### src/design/flvtm_pkg.sv
`timescale 1ns / 1ps
`default_nettype none
// ----------------------------------------------------------------------------
// FLV tag muxer package
// Shared types and constants for the FLV byte stream serializer.
// ----------------------------------------------------------------------------
package flvtm_pkg;

   localparam logic [1:0] ACT_FILE = 2'd0;
   localparam logic [1:0] ACT_TAG  = 2'd1;
   localparam logic [1:0] ACT_DATA = 2'd2;

   localparam logic [1:0] KIND_AUDIO  = 2'd0;
   localparam logic [1:0] KIND_VIDEO  = 2'd1;
   localparam logic [1:0] KIND_SCRIPT = 2'd2;

   localparam logic [7:0] TYPE_CODE_AUDIO  = 8'd8;
   localparam logic [7:0] TYPE_CODE_VIDEO  = 8'd9;
   localparam logic [7:0] TYPE_CODE_SCRIPT = 8'd18;

   localparam int MAX_JOB_LEN   = 15;
   localparam int IDX_W         = $clog2(MAX_JOB_LEN);
   localparam int FILE_BODY_LEN = 9;
   localparam int TAG_BODY_LEN  = 11;
   localparam int DATA_BODY_LEN = 1;
   localparam int TRAILER_LEN   = 4;
   localparam int TRAILER_W     = 25;

   localparam int QDEPTH = 2;
   localparam int QPTR_W = (QDEPTH > 1) ? $clog2(QDEPTH) : 1;
   localparam int QCNT_W = $clog2(QDEPTH + 1);

   typedef struct packed {
      logic [1:0]  action;
      logic [1:0]  stream_kind;
      logic [23:0] payload_size;
      logic [31:0] source_time;
      logic [7:0]  data_byte;
   } flvtm_req_type;

   typedef struct packed {
      logic [7:0] out_byte;
      logic       last;
   } flvtm_rsp_type;

   typedef enum logic [1:0] {
      OP_FILE,
      OP_TAG,
      OP_DATA
   } flvtm_op_type;

   typedef struct packed {
      flvtm_op_type           op;
      logic                   trailer_en;
      logic [7:0]             type_code;
      logic [23:0]            size;
      logic [31:0]            stamp;
      logic [7:0]             data;
      logic [TRAILER_W-1:0]   trailer;
   } flvtm_job_type;

endpackage
`default_nettype wire

### src/design/flvtm_front.sv
`timescale 1ns / 1ps
`default_nettype none
// ----------------------------------------------------------------------------
// FLV tag muxer front end
// Accepts items, keeps the timestamp and open-tag state, and issues jobs.
// ----------------------------------------------------------------------------
module flvtm_front
   import flvtm_pkg::*;
(
   input  wire logic          clock,
   input  wire logic          reset,
   input  wire logic          req_valid,
   output logic               req_ready,
   input  wire flvtm_req_type req_payload,
   input  wire logic          q_full,
   output logic               push,
   output flvtm_job_type      push_job
);

   logic                 audio_pend_ff, audio_pend_in;
   logic                 video_pend_ff, video_pend_in;
   logic [31:0]          epoch_ff, epoch_in;
   logic [31:0]          audio_out_ff, audio_out_in;
   logic [31:0]          audio_src_ff, audio_src_in;
   logic [31:0]          video_out_ff, video_out_in;
   logic [31:0]          video_src_ff, video_src_in;
   logic [23:0]          bytes_left_ff, bytes_left_in;
   logic [TRAILER_W-1:0] trailer_ff, trailer_in;

   logic        accept;
   logic [31:0] ts;
   logic [31:0] audio_stamp;
   logic [31:0] video_stamp;

   assign req_ready = !q_full;
   assign accept    = req_valid && req_ready;
   assign ts        = req_payload.source_time;

   always_comb begin
      if (audio_pend_ff) begin
         audio_stamp = video_pend_ff ? 32'd0 : ts - epoch_ff;
      end else begin
         audio_stamp = audio_out_ff + (ts - audio_src_ff);
      end
      if (video_pend_ff) begin
         video_stamp = audio_pend_ff ? 32'd0 : ts - epoch_ff;
      end else begin
         video_stamp = video_out_ff + (ts - video_src_ff);
      end
   end

   always_comb begin
      audio_pend_in = audio_pend_ff;
      video_pend_in = video_pend_ff;
      epoch_in      = epoch_ff;
      audio_out_in  = audio_out_ff;
      audio_src_in  = audio_src_ff;
      video_out_in  = video_out_ff;
      video_src_in  = video_src_ff;
      bytes_left_in = bytes_left_ff;
      trailer_in    = trailer_ff;
      push          = 1'b0;
      push_job      = '0;
      if (accept) begin
         case (req_payload.action)
            ACT_FILE: begin
               audio_pend_in       = 1'b1;
               video_pend_in       = 1'b1;
               epoch_in            = '0;
               audio_out_in        = '0;
               audio_src_in        = '0;
               video_out_in        = '0;
               video_src_in        = '0;
               bytes_left_in       = '0;
               trailer_in          = '0;
               push                = 1'b1;
               push_job.op         = OP_FILE;
               push_job.trailer_en = 1'b1;
            end
            ACT_TAG: begin
               if (req_payload.stream_kind inside {KIND_AUDIO, KIND_VIDEO, KIND_SCRIPT}) begin
                  push                = 1'b1;
                  push_job.op         = OP_TAG;
                  push_job.size       = req_payload.payload_size;
                  push_job.trailer    = {1'b0, req_payload.payload_size}
                                        + TRAILER_W'(TAG_BODY_LEN);
                  push_job.trailer_en = (req_payload.payload_size == '0);
                  bytes_left_in       = req_payload.payload_size;
                  trailer_in          = push_job.trailer;
                  case (req_payload.stream_kind)
                     KIND_AUDIO: begin
                        push_job.type_code = TYPE_CODE_AUDIO;
                        push_job.stamp     = audio_stamp;
                        audio_pend_in      = 1'b0;
                        audio_out_in       = audio_stamp;
                        audio_src_in       = ts;
                        if (audio_pend_ff && video_pend_ff) begin
                           epoch_in = ts;
                        end
                     end
                     KIND_VIDEO: begin
                        push_job.type_code = TYPE_CODE_VIDEO;
                        push_job.stamp     = video_stamp;
                        video_pend_in      = 1'b0;
                        video_out_in       = video_stamp;
                        video_src_in       = ts;
                        if (audio_pend_ff && video_pend_ff) begin
                           epoch_in = ts;
                        end
                     end
                     default: begin
                        push_job.type_code = TYPE_CODE_SCRIPT;
                        push_job.stamp     = ts;
                     end
                  endcase
               end
            end
            ACT_DATA: begin
               if (bytes_left_ff != '0) begin
                  push                = 1'b1;
                  push_job.op         = OP_DATA;
                  push_job.data       = req_payload.data_byte;
                  push_job.trailer    = trailer_ff;
                  push_job.trailer_en = (bytes_left_ff == 24'd1);
                  bytes_left_in       = bytes_left_ff - 24'd1;
               end
            end
            default: begin
            end
         endcase
      end
   end

   always_ff @(posedge clock) begin
      if (reset) begin
         audio_pend_ff <= 1'b1;
         video_pend_ff <= 1'b1;
         epoch_ff      <= '0;
         audio_out_ff  <= '0;
         audio_src_ff  <= '0;
         video_out_ff  <= '0;
         video_src_ff  <= '0;
         bytes_left_ff <= '0;
         trailer_ff    <= '0;
      end else begin
         audio_pend_ff <= audio_pend_in;
         video_pend_ff <= video_pend_in;
         epoch_ff      <= epoch_in;
         audio_out_ff  <= audio_out_in;
         audio_src_ff  <= audio_src_in;
         video_out_ff  <= video_out_in;
         video_src_ff  <= video_src_in;
         bytes_left_ff <= bytes_left_in;
         trailer_ff    <= trailer_in;
      end
   end

endmodule
`default_nettype wire

### src/design/flvtm_queue.sv
`timescale 1ns / 1ps
`default_nettype none
// ----------------------------------------------------------------------------
// FLV tag muxer job queue
// Short first-in first-out queue of jobs between the front and back ends.
// ----------------------------------------------------------------------------
module flvtm_queue
   import flvtm_pkg::*;
(
   input  wire logic          clock,
   input  wire logic          reset,
   input  wire logic          push,
   input  wire flvtm_job_type push_job,
   output logic               q_full,
   output logic               q_valid,
   output flvtm_job_type      q_head,
   input  wire logic          pop
);

   flvtm_job_type         entry_ff [QDEPTH];
   logic [QPTR_W-1:0]     wptr_ff, wptr_in;
   logic [QPTR_W-1:0]     rptr_ff, rptr_in;
   logic [QCNT_W-1:0]     count_ff, count_in;

   assign q_full  = (count_ff == QCNT_W'(QDEPTH));
   assign q_valid = (count_ff != '0);
   assign q_head  = entry_ff[rptr_ff];

   always_comb begin
      wptr_in  = wptr_ff;
      rptr_in  = rptr_ff;
      count_in = count_ff;
      if (push) begin
         wptr_in = (wptr_ff == QPTR_W'(QDEPTH - 1)) ? '0 : wptr_ff + 1'b1;
      end
      if (pop) begin
         rptr_in = (rptr_ff == QPTR_W'(QDEPTH - 1)) ? '0 : rptr_ff + 1'b1;
      end
      if (push && !pop) begin
         count_in = count_ff + 1'b1;
      end else if (pop && !push) begin
         count_in = count_ff - 1'b1;
      end
   end

   always_ff @(posedge clock) begin
      if (reset) begin
         wptr_ff  <= '0;
         rptr_ff  <= '0;
         count_ff <= '0;
      end else begin
         wptr_ff  <= wptr_in;
         rptr_ff  <= rptr_in;
         count_ff <= count_in;
      end
   end

   always_ff @(posedge clock) begin
      if (push) begin
         entry_ff[wptr_ff] <= push_job;
      end
   end

endmodule
`default_nettype wire

### src/design/flvtm_back.sv
`timescale 1ns / 1ps
`default_nettype none
// ----------------------------------------------------------------------------
// FLV tag muxer back end
// Expands the job at the queue head into stream bytes, one beat per cycle while the receiver accepts.
// ----------------------------------------------------------------------------
module flvtm_back
   import flvtm_pkg::*;
(
   input  wire logic          clock,
   input  wire logic          reset,
   input  wire logic          q_valid,
   input  wire flvtm_job_type q_head,
   output logic               pop,
   output logic               rsp_valid,
   input  wire logic          rsp_ready,
   output flvtm_rsp_type      rsp_payload
);

   localparam logic [7:0] SIGNATURE [FILE_BODY_LEN] = '{
      8'h46, 8'h4c, 8'h56, 8'h01, 8'h05, 8'h00, 8'h00, 8'h00, 8'h09
   };

   logic [IDX_W-1:0] idx_ff, idx_in;
   logic             rsp_valid_ff, rsp_valid_in;
   flvtm_rsp_type    rsp_payload_ff, rsp_payload_in;

   logic [IDX_W-1:0] body_len;
   logic [IDX_W-1:0] total_len;
   logic [IDX_W-1:0] trl_idx;
   logic [31:0]      trl_word;
   logic [7:0]       cur_byte;
   logic             is_last;
   logic             emit;

   always_comb begin
      unique case (q_head.op)
         OP_FILE: body_len = IDX_W'(FILE_BODY_LEN);
         OP_TAG:  body_len = IDX_W'(TAG_BODY_LEN);
         OP_DATA: body_len = IDX_W'(DATA_BODY_LEN);
         default: body_len = IDX_W'(DATA_BODY_LEN);
      endcase
      total_len = body_len + (q_head.trailer_en ? IDX_W'(TRAILER_LEN) : '0);
      trl_idx   = idx_ff - body_len;
      trl_word  = {{(32 - TRAILER_W){1'b0}}, q_head.trailer};
      is_last   = (idx_ff == total_len - 1'b1);

      if (idx_ff < body_len) begin
         unique case (q_head.op)
            OP_FILE: cur_byte = SIGNATURE[idx_ff];
            OP_TAG: begin
               case (idx_ff)
                  4'd0:    cur_byte = q_head.type_code;
                  4'd1:    cur_byte = q_head.size[23:16];
                  4'd2:    cur_byte = q_head.size[15:8];
                  4'd3:    cur_byte = q_head.size[7:0];
                  4'd4:    cur_byte = q_head.stamp[23:16];
                  4'd5:    cur_byte = q_head.stamp[15:8];
                  4'd6:    cur_byte = q_head.stamp[7:0];
                  4'd7:    cur_byte = q_head.stamp[31:24];
                  default: cur_byte = 8'h00;
               endcase
            end
            OP_DATA: cur_byte = q_head.data;
            default: cur_byte = q_head.data;
         endcase
      end else begin
         case (trl_idx[1:0])
            2'd0:    cur_byte = trl_word[31:24];
            2'd1:    cur_byte = trl_word[23:16];
            2'd2:    cur_byte = trl_word[15:8];
            default: cur_byte = trl_word[7:0];
         endcase
      end
   end

   always_comb begin
      emit           = q_valid && (!rsp_valid_ff || rsp_ready);
      pop            = emit && is_last;
      idx_in         = idx_ff;
      rsp_valid_in   = rsp_valid_ff && !rsp_ready;
      rsp_payload_in = rsp_payload_ff;
      if (emit) begin
         idx_in                  = is_last ? '0 : idx_ff + 1'b1;
         rsp_valid_in            = 1'b1;
         rsp_payload_in.out_byte = cur_byte;
         rsp_payload_in.last     = is_last;
      end
   end

   always_ff @(posedge clock) begin
      if (reset) begin
         idx_ff       <= '0;
         rsp_valid_ff <= 1'b0;
      end else begin
         idx_ff       <= idx_in;
         rsp_valid_ff <= rsp_valid_in;
      end
   end

   always_ff @(posedge clock) begin
      rsp_payload_ff <= rsp_payload_in;
   end

   assign rsp_valid   = rsp_valid_ff;
   assign rsp_payload = rsp_payload_ff;

endmodule
`default_nettype wire

### src/design/flv_tag_muxer_core.sv
`timescale 1ns / 1ps
`default_nettype none
// ----------------------------------------------------------------------------
// FLV tag muxer core
// Turns file-start, tag-start and payload items into an FLV byte stream.
// ----------------------------------------------------------------------------
// Usage:
//   The req channel takes one item per beat: a file start, a tag start for
//   audio, video or script, or one payload byte. The rsp channel gives one
//   stream byte per beat, with last set on the final byte that an item causes.
//   A file start yields 13 bytes, a tag start 11 bytes (15 for an empty tag),
//   a payload byte 1 byte (5 for the final byte of a tag, with the trailer).
//   Items that yield nothing are absorbed without effect on the output.
//   An item is registered in the job queue, and its bytes in the back end's
//   output register. Throughput is one output byte per cycle while the
//   receiver accepts, set by the back end that expands each queued job;
//   single-byte items thus sustain one item per cycle; a header item does not.
//   A two-entry job queue sits between front and back; when the receiver
//   stalls, the queue fills and req_ready drops until a job drains.
//   Reset clears the timestamp state and the queue; no tag is open after it.
// ----------------------------------------------------------------------------
module flv_tag_muxer_core
   import flvtm_pkg::*;
(
   input  wire logic          clock,
   input  wire logic          reset,
   input  wire logic          req_valid,
   output logic               req_ready,
   input  wire flvtm_req_type req_payload,
   output logic               rsp_valid,
   input  wire logic          rsp_ready,
   output flvtm_rsp_type      rsp_payload
);

   logic          push;
   flvtm_job_type push_job;
   logic          q_full;
   logic          q_valid;
   flvtm_job_type q_head;
   logic          pop;

   flvtm_front u_front (
      .clock       (clock),
      .reset       (reset),
      .req_valid   (req_valid),
      .req_ready   (req_ready),
      .req_payload (req_payload),
      .q_full      (q_full),
      .push        (push),
      .push_job    (push_job)
   );

   flvtm_queue u_queue (
      .clock    (clock),
      .reset    (reset),
      .push     (push),
      .push_job (push_job),
      .q_full   (q_full),
      .q_valid  (q_valid),
      .q_head   (q_head),
      .pop      (pop)
   );

   flvtm_back u_back (
      .clock       (clock),
      .reset       (reset),
      .q_valid     (q_valid),
      .q_head      (q_head),
      .pop         (pop),
      .rsp_valid   (rsp_valid),
      .rsp_ready   (rsp_ready),
      .rsp_payload (rsp_payload)
   );

endmodule
`default_nettype wire

### config.mk
export PLATFORM = sky130hd
export DESIGN_NAME = flv_tag_muxer_core
export DESIGN_NICKNAME = d
export VERILOG_FILES = /design/src/design/flvtm_pkg.sv /design/src/design/flvtm_front.sv /design/src/design/flvtm_queue.sv /design/src/design/flvtm_back.sv /design/src/design/flv_tag_muxer_core.sv
export SDC_FILE = /design/constraint.sdc
export NUM_CORES = 1
export LEC_CHECK = 0
export BUFFER_PORTS_ARGS = -buffer_cell sky130_fd_sc_hd__buf_2
export CORE_MARGIN = 2
export CORE_UTILIZATION = 25
export DETAILED_ROUTE_END_ITERATION = 16
export HOLD_SLACK_MARGIN = 0.12
export PLACE_DENSITY = 0.5
export REMOVE_ABC_BUFFERS = 1
export SLEW_MARGIN = 10
export SYNTH_ARGS = -nofsm -noshare
export SYNTH_HDL_FRONTEND = slang
export SYNTH_SLANG_ARGS = --single-unit
### constraint.sdc
create_clock -name clock -period 11.56 [get_ports clock]
set_input_delay 1.156 -clock clock [delete_from_list [all_inputs] [get_ports clock]]
set_output_delay 1.156 -clock clock [all_outputs]
set_load 0.01 [all_outputs]
* Word level (Yosys, flattened, before mapping)
Memories as Yosys holds them, arrays and structs flattened. A register that Yosys moved wholly into a read port is not among the register bits. Index checks and enable logic that the tools add are counted.
Storage, ports and cells: memory bits (writable) 200, ROM bits 128, memories kept 2, output and inout bits 11, word-level logic and storage cells 154, register bits after elaboration 229
Cells by class: order comparisons 2, bitwise logic cells 1, reduce and logical (&&, ||, !) cells 31, equal/unequal tests 23, multiplexer cells 64, $add $sub $neg 15
Memories:
- u_queue.entry_ff | depth 2, width 100, rd ports 1, clocked after memory_dff 1, write ports 1, line flvtm_queue.sv:20 | flvtm_job_type entry_ff [QDEPTH];
- (name not given) | depth 16, width 8, rd ports 1, clocked after memory_dff 0, write ports 0, line flvtm_back.sv:50 | OP_FILE: cur_byte = SIGNATURE[idx_ff];
Operators by type and width (number):
- $mux W32 | 15
- $pmux W32 S2 | 6
- $mux W100 | 1
- $pmux W25 S2 | 2
- $sub A32 B32 Y32 | 3
- $pmux W24 S3 | 1
- $mux W66 | 1
- $add A32 B32 Y32 | 2
- $mux W64 | 1
- $pmux W8 S8 | 1
- $mux W25 | 2
- $mux W24 | 2
- $mux W33 | 1
- $mux W8 | 4
- $add A24 B4 Y25 const B | 1
- $eq A24 B1 Y1 const B | 1
- $logic_not A24 Y1 | 1
- $pmux W8 S3 | 1
- $reduce_bool A24 Y1 | 1
- $sub A24 B1 Y24 const B | 1
- $eq A4 B3 Y1 const B | 4
- $pmux W8 S2 | 1
- $mux W1 | 14
- $reduce_and A4 Y1 | 3
- 35 further kinds | 66

* Longest topological paths before layout
Gate-level depths: netlist (run 1).
depth after elaboration 9, gate-level depth with buffers 16, gate-level depth less buffers 16

* Cells and area by module
A second synthesis (run 1) with hierarchy kept.
Unflattened totals: cells, all modules 2962, area, all modules 26902.1 µm²
Modules (own cells, without submodules):
- flvtm_front | area an instance 17954.7 µm², instances 1, sequential area each 4224.1 µm², cells an instance 2456
- flvtm_queue | area an instance 7462.2 µm², instances 1, sequential area each 6105.9 µm², cells an instance 333
- flvtm_back | area an instance 1485.2 µm², instances 1, sequential area each 370.4 µm², cells an instance 173

* Least setup slack after synthesis (run 1)
Ideal clock, no wire load.
kind input -> register, start input req_payload[67] (netlist name), end memory u_queue.entry_ff[0][0] (netlist name), enable pin, cell stages on the path 6, arrival time 10984 ps, path slack -207 ps, path buffers 0, cell sequence inv_1 -> ha_1 -> clkinv_1 -> a21oi_1 -> nor3_1 -> nor4_1
On the way: cells in the longest elaborated chain, start to end 5, elaborated cells between the ends (all ways) 7, those cells by class 2 x eq/ne; 4 x mux; 1 x reduce/logical
RTL lines:
- start, declared | line flv_tag_muxer_core.sv:29 | input wire flvtm_req_type req_payload,
- $eq A2 B2 Y1, or another cell as far along | line flvtm_front.sv:65 | case (req_payload.action)
- $pmux W1 S3 * | line flvtm_front.sv:65
- $mux W1 * | line flvtm_front.sv:64 | if (accept) begin
- $mux W1 * | line flvtm_queue.sv:59 | if (push) begin
- $mux W1 (not written as such) * | line flvtm_queue.sv:60 | entry_ff[wptr_ff] <= push_job;
- end, declared | line flvtm_queue.sv:20
Mark *: on every way between the ends. The rest lies on a longest branch, timed or not.

==> metrics.md, run 1 <==
| Metric | Value |
|---|---|
| Status | completed |
| FILL cells | around 11,000 |
| Global Route Usage Sum | 16.6% |
| Initial Util | between 20% and 30% |
| Commonest non-fill, non-tap cell in the layout | inv_1 |
| TritonCTS clock tree | yes |
| Final Setup Violations | 0 |
| Max-Cap Viols | 0 |
| Drt total wl | 88,700 µm |
| Reg2Reg Depth | 14 |
| Initial antenna violation count | 4 |
| H-tree depth | 2 |
| Setup crit end kind | flop |
| Synth unique cells | between 70 and 80 |
| EDFF count, synth | approximately 200 |
| R2R Setup Slk | about 7300 ps |
| Worst r2r dst | u_queue.entry_ff[0][64]$_DFFE_PP_ |
| Final nets | roughly 3,200 |
| Global route overflow | 0 |
| Number of detailed-route iterations in the first pass | 5 |
| GPL Wtd Cong | 0.902 |
| Hold_buf cts | 0 |
| Final Max Slew Viols | 0 |
| Post-CTS sizing | 0 |
| Die Area | 0.105 mm² |
| Hold Startpoint | u_front.audio_out_ff[23]$_SDFFE_PP0P_ |
| Max Clock Skew | approximately 37 ps |
| Via Count | 21,800 |
| Via-per-instance ratio | 5.05 |
| Worst Path Required | ~12,000 ps |
| Syn. warnings | 0 |
| CP arrival | 5140 ps |
| Worst-Skew Late Latency | ~640 ps |
| Final hold violations | 0 |
| CP Class | in -> reg |
| Worst slack at placement | approximately 6300 ps |
| Post-synthesis sequential area ratio | a little over 40% |
| Antenna viol nets, final | 0 |
| Row count | approximately 120 |
| Layout overhead on the synthesized area | 14.2% |
| Placed Instances | ~4,200 |
| Max Buffers Root-to-Sink | 3 |
| Slew Limit Headroom | about a fifth |
| RSZ-0062 raised after global routing | no |
| Commonest non-fill, non-tap cells in the layout | 288 x inv_1, 280 x nand2_1, 266 x nor2_1, 266 x a21oi_1, 220 x dfxtp_1 |
| Ys async rst share | 0% |
| Die width | roughly 320 µm |
| CP startpoint | req_payload[10] |
| First-pass GRT wire length | approximately 130,000 µm |
| HP Class | reg -> reg |
| Synthesized area per cell | 8.84 µm² |
| Min cycle time layout | around 4800 ps |
| LEAKAGE | around 11 nW |
| CTS Sinks | between 400 and 500 |
| Tcrit/Tclk final | about two fifths |
| Worst-margin pin slew | 1200 ps |
| RR Startpoint | u_front.audio_out_ff[2]$_SDFFE_PP0P_ |
| Clk slew on worst S/H paths | around 60 ps |
| Share of cells above drive strength 1 | between 8 and 9% |
| Residual DRC count | 0 |
| Fin Setup TNS | 0 ps |
| Power Density | around 150 mW/mm² |
| CTS buffer count | 51 |
| 1st-iter DRT viols | 1,934 |
| Post-Synthesis Cell Area | ~0.026 mm² |
| Die height | between 300 and 400 µm |
| Cells after synthesis | 2,892 |
| Synth Flop Type | dfxtp_1 |
| Core area | 0.102 mm² |
| Peak supply drop | between 100 and 150 µV |
| Critical-path maximum fanout | 6 |
| Largest net degree at the start of global routing | 91 |
| Final Total Pwr | between 4 and 5 mW |
| DP HPWL | between 60,000 and 70,000 µm |
| Post-synthesis register bit count | 420 |
| Startpoint Class | primary input |
| Crit path to | u_queue.entry_ff[0][64]$_DFFE_PP_ |
| Routed length per instance | slightly above 20 µm |
| Fmax | 209 MHz |
| Vias in the first global route | about 21,000 |
| I/O Pins | 83 |
| Final WS setup | 6770 ps |
| Clock Tree Root | clkbuf_16 |
| Port Buffers | between 80 and 90 |
| Post-CTS setup buffers | 0 |
| Final Non-Filler Cells | 4,319 |
==> per-stage QoR <==
step / util [%] / hold WS [ps] / instance area (µm²)
floorplan: - / 430 / 25000
global placement: 27.0 / 442 / 27400
detailed placement: 27.0 / 447 / 27400
CTS: 28.7 / 455 / 29200
global route: 28.7 / 467 / 29200
finish: 28.7 / 453 / 29200
==> critical path, cell delays in order <==
cell and delay (ps):
buf_2 180, inv_1 110, fa_1 550, inv_1 40
ha_1 330, o21ai_0 150, o21ai_0 320, nand2_1 180
o41ai_2 640, a31oi_1 340, o31ai_1 600, a31o_2 240
a31oi_1 60, nand2_1 120, nand3_1 100
==> synth_stat cells (all sizes together) (7+ instances only) <==
master,instances,area [µm²]
xnor2,79,692
dfxtp,221,4420
nand3,137,686
nor4,26,188
o21ai,115,579
nand2,280,1050
o221ai,15,131
o21a,17,128
nor2,270,1010
a32oi,37,324
mux2,10,113
and3,20,125
ha,111,1390
clkbuf,128,480
edfxtp,199,5980
nor3,37,185
mux2i,68,681
xor2,48,420
o22ai,56,350
nand2b,19,119
a221oi,19,166
or2,7,43.8
nor2b,18,113
fa,63,1260
and2,36,228
a22oi,67,503
inv,290,1090
nand4,17,106
a31oi,16,100
a21o,30,225
a21oi,270,1360
a211oi,24,180
or3,14,87.6
buf,22,103
o211ai,16,120
o31ai,11,87.6
o21bai,10,75.1
==> metal layers <==
| metal | wire (µm) | vias to the layer above | GRT usage [%] |
|---|---|---|---|
| li1 | - | 10300 | - |
| met1 | 40400 | 10700 | 22.8 |
| met2 | 41400 | 669 | 27.4 |
| met3 | 4740 | 118 | 2.01 |
| met4 | 2150 | 4 | 4.52 |
| met5 | 27 | - | 0 |
==> kinds of logic (layout without fill, tap and decap cells) <==
logic type	count (synthesis)	after routing	share of synthesized area, %
and+or+nand+nor	895	895	15.9
AOI/OAI and AO/OA	751	751	18.7
buffers and inverters	442	500	6.56
DFF	420	420	40.7
adders and majority gates	174	174	10.4
xor gates and xnor gates	127	127	4.35
muxes	83	83	3.54
other	0	1	0
==> cell type report <==
class / count / area (µm²) / area share [%]
Tap cell: 1368 / 1710 / 5.86
Timing Repair Buffer: 113 / 652 / 2.23
Antenna cell: 1 / 2.50 / 0.00857
Multi-Input combinational cell: 2030 / 13600 / 46.5
Sequential cell: 420 / 10400 / 35.6
Clock inverter: 27 / 350 / 1.20
Clock buffer: 68 / 1400 / 4.79
Inverter: 292 / 1100 / 3.75
==> power breakdown <==
part           total (mW)  internal [mW]  switching (mW)  leakage [nW]
registers            1.67           1.63          0.0431          3.66
logic               0.977          0.333           0.643          6.10
clock network        1.67          0.973           0.702         0.836
total                4.33           2.94            1.39          10.6
==> sequential cells by signal (all words and copies together), names as in the netlist, named ones only <==
name,count
u_queue.entry_ff,190
u_front.audio_out_ff,32
u_front.audio_src_ff,32
u_front.epoch_ff,32
u_front.video_out_ff,32
u_front.video_src_ff,32
u_front.trailer_ff,25
u_front.bytes_left_ff,24
u_back.rsp_payload,9
u_back.idx_ff,4
u_queue.count_ff,2
u_back.rsp_valid,1
u_front.audio_pend_ff,1
u_front.video_pend_ff,1
u_queue.rptr_ff,1
u_queue.wptr_ff,1
==> worst min path at each step <==
stage / to / slack, ps / cells past startpoint
6_report: u_front.audio_out_ff[23]$_SDFFE_PP0P_ / 450 / 2
5_1_grt: u_front.video_out_ff[23]$_SDFFE_PP0P_ / 470 / 2
4_1_cts: u_front.epoch_ff[18]$_SDFFE_PP0P_ / 450 / 2
3_5_place_dp: u_front.epoch_ff[18]$_SDFFE_PP0P_ / 450 / 2
3_3_place_gp: u_front.epoch_ff[18]$_SDFFE_PP0P_ / 440 / 2
2_1_floorplan: u_front.audio_out_ff[16]$_SDFFE_PP0P_ / 430 / 2
Note: power is estimated with default switching activity, not from simulation.
==> run 2, diff against run 1 <==
--- a/config.mk
+++ b/config.mk
@@ -10,7 +10,7 @@
 export CORE_UTILIZATION = 25
 export DETAILED_ROUTE_END_ITERATION = 16
 export HOLD_SLACK_MARGIN = 0.12
-export PLACE_DENSITY = 0.5
+export PLACE_DENSITY = 0.49
 export REMOVE_ABC_BUFFERS = 1
 export SLEW_MARGIN = 10
 export SYNTH_ARGS = -nofsm -noshare
==> constraint.sdc (replaced) <==
create_clock -name clock -period 4.58 [get_ports clock]
set_input_delay 0.458 -clock clock [delete_from_list [all_inputs] [get_ports clock]]
set_output_delay 0.458 -clock clock [all_outputs]
set_load 0.01 [all_outputs]
==> metrics.md, run 2 (synthesis gave the netlist of run 1 again) <==
| Metric | Value |
|---|---|
| CP arrival | about 4400 ps |
| Max-Cap Viols | 0 |
| Placed Instances | 4,266 |
| CTS buffer count | 50 |
| Final Setup Violations | 0 |
| Psw | 3.47 mW |
| Largest net degree at the start of global routing | 70 |
| Startpoint Class | flop |
| Critical-path maximum fanout | 5 |
| Layout overhead on the synthesized area | 15.7% |
| Hold Crit Depth | 3 |
| First-pass GRT wire length | roughly 130,000 µm |
| CTS Sinks | 420 |
| Final Total Pwr | ~11 mW |
| Global Route Usage Sum | 16.8% |
| Vias in the first global route | between 20,000 and 25,000 |
| Share of cells above drive strength 1 | 9.43% |
| Routed length per instance | 20.6 µm |
| Status | completed |
| Fin Setup TNS | 0 ps |
| Global route overflow | 0 |
| Comb power frac | roughly a quarter |
| Row count | about 120 |
| LEAKAGE | roughly 11 nW |
| GPL Wtd Cong | between 0.9 and 1 |
| Worst r2r dst | u_queue.entry_ff[0][63]$_DFFE_PP_ |
| H-tree depth | 2 |
| Antenna viol nets, final | 0 |
| Reg2Reg Depth | 14 |
| Worst hold path endpoint | u_front.epoch_ff[10]$_SDFFE_PP0P_ |
| RR Startpoint | u_front.audio_out_ff[2]$_SDFFE_PP0P_ |
| Internal | 7.51 mW |
| Largest register FFs | 190 |
| I/O Pins | 83 |
| TritonCTS clock tree | yes |
| Power Density | 371 mW/mm² |
| Commonest non-fill, non-tap cell in the layout | inv_1 |
| Clock Tree Root | clkbuf_16 |
| Via-per-instance ratio | approximately 5 |
| Hold Startpoint | req_payload[18] |
| Initial antenna violation count | 5 |
| Design area | around 0.030 mm² |
| Die width | about 320 µm |
| Worst-Skew Late Latency | 630 ps |
| HP Class | in -> reg |
| Clk slew on worst S/H paths | roughly 60 ps |
| Most flop-heavy register | u_queue.entry_ff |
| Number of detailed-route iterations in the first pass | 5 |
| Initial Util | 25.2% |
| Area after DPL | ~0.028 mm² |
| Clock Power Share | between 30% and 40% |
| Slew Limit Headroom | approximately 22% |
| Min cycle time layout | 4050 ps |
| Final hold violations | 0 |
| Die height | 324 µm |
| DP HPWL | 64,600 µm |
| Final Max Slew Viols | 0 |
| Fin Hold WS | about 160 ps |
| RSZ-0062 raised after global routing | no |
| Port Buffers | 82 |
| Drt total wl | 89,800 µm |
| Setup crit end kind | flop |
| Post-CTS setup buffers | 0 |
| Worst Path Required | 4930 ps |
| Max Buffers Root-to-Sink | 3 |
| Commonest non-fill, non-tap cells in the layout | 288 x inv_1, 280 x nand2_1, 266 x nor2_1, 266 x a21oi_1, 220 x dfxtp_1 |
| Max Clock Skew | ~21 ps |
| Residual DRC count | 0 |
| Final Non-Filler Cells | around 4,400 |
| CP Class | reg -> reg |
| Final nets | around 3,200 |
| Tcrit/Tclk final | between 80% and 90% |
| Sw Ratio | around a third |
| Core area | 0.102 mm² |
| Die Area | 0.105 mm² |
| Worst-margin pin slew | approximately 1200 ps |
| 1st-iter DRT viols | 1,947 |
| Seq pwr share | between 30% and 40% |
| Fmax | about 250 MHz |
| Peak supply drop | slightly below 300 µV |
| Via Count | about 22,000 |
| R2R Setup Slk | about 530 ps |
run 2: power groups by stage:
stage               logic [mW]  clock network [mW]  registers (mW)
finish                    2.57                4.23            4.19
global route              2.81                4.48            4.21
CTS                       2.56                4.33            4.19
detailed placement        2.55                   0            4.27
global placement          2.56                   0            4.27
floorplan                 1.56                   0            4.34
run 2: layout make-up:
cell class,instances,area [µm²]
inverter,292,1100
clock buffer,72,1410
tap,1368,1710
antenna,1,2.50
sequential,420,10400
fill,11000,72000
clock inverter,21,324
timing repair buffer,157,1050
multi-input combinational,2030,13600
run 2: per-layer routing:
metal  track usage (%)  vias to the layer above  part of all wire, %
met4              6.15                        2                  3.9
met2              26.9                      686                   45
met5                 0                        -                0.013
met1              22.3                    10600                   44
met3              3.50                      162                  6.8
li1                  -                    10400                    -
run 2: worst max-delay path by stage:
stage / from / to / slack, ps
2_1_floorplan: req_payload[67] / u_queue.entry_ff[0][0]$_DFFE_PP_ / -9340
3_3_place_gp: req_payload[10] / u_queue.entry_ff[1][63]$_DFFE_PP_ / 290
3_5_place_dp: req_payload[9] / u_queue.entry_ff[0][62]$_DFFE_PP_ / 270
4_1_cts: u_front.audio_out_ff[2]$_SDFFE_PP0P_ / u_queue.entry_ff[0][63]$_DFFE_PP_ / 650
5_1_grt: u_front.audio_out_ff[1]$_SDFFE_PP0P_ / u_queue.entry_ff[1][58]$_DFFE_PP_ / 420
6_report: u_front.audio_out_ff[2]$_SDFFE_PP0P_ / u_queue.entry_ff[0][63]$_DFFE_PP_ / 530
run 2: worst max-delay path, cell delays in order, from the launching register on:
cell	delay, ps
dfxtp_1	320
inv_1	50
fa_1	480
inv_1	40
ha_1	330
nor2b_1	160
o31a_1	310
o211ai_1	380
nor2b_1	420
nand4b_1	210
a41o_1	310
a21oi_1	290
mux2i_1	120
o21ai_1	210
nand3_1	120
run 2: stage by stage:
stage / setup slack [ps] / utilization, %
after detailed placement: 267 / 27.4
final: 528 / 29.1
after global placement: 290 / 27.4
after CTS: 648 / 29.1
after global routing: 423 / 29.1
after floorplan: -9340 / -
run 2: what timing repair did:
action                                 CTS  global route
hold buffers                             1             0
endpoints found under the hold margin    1             0
gates resized for setup                  0             0
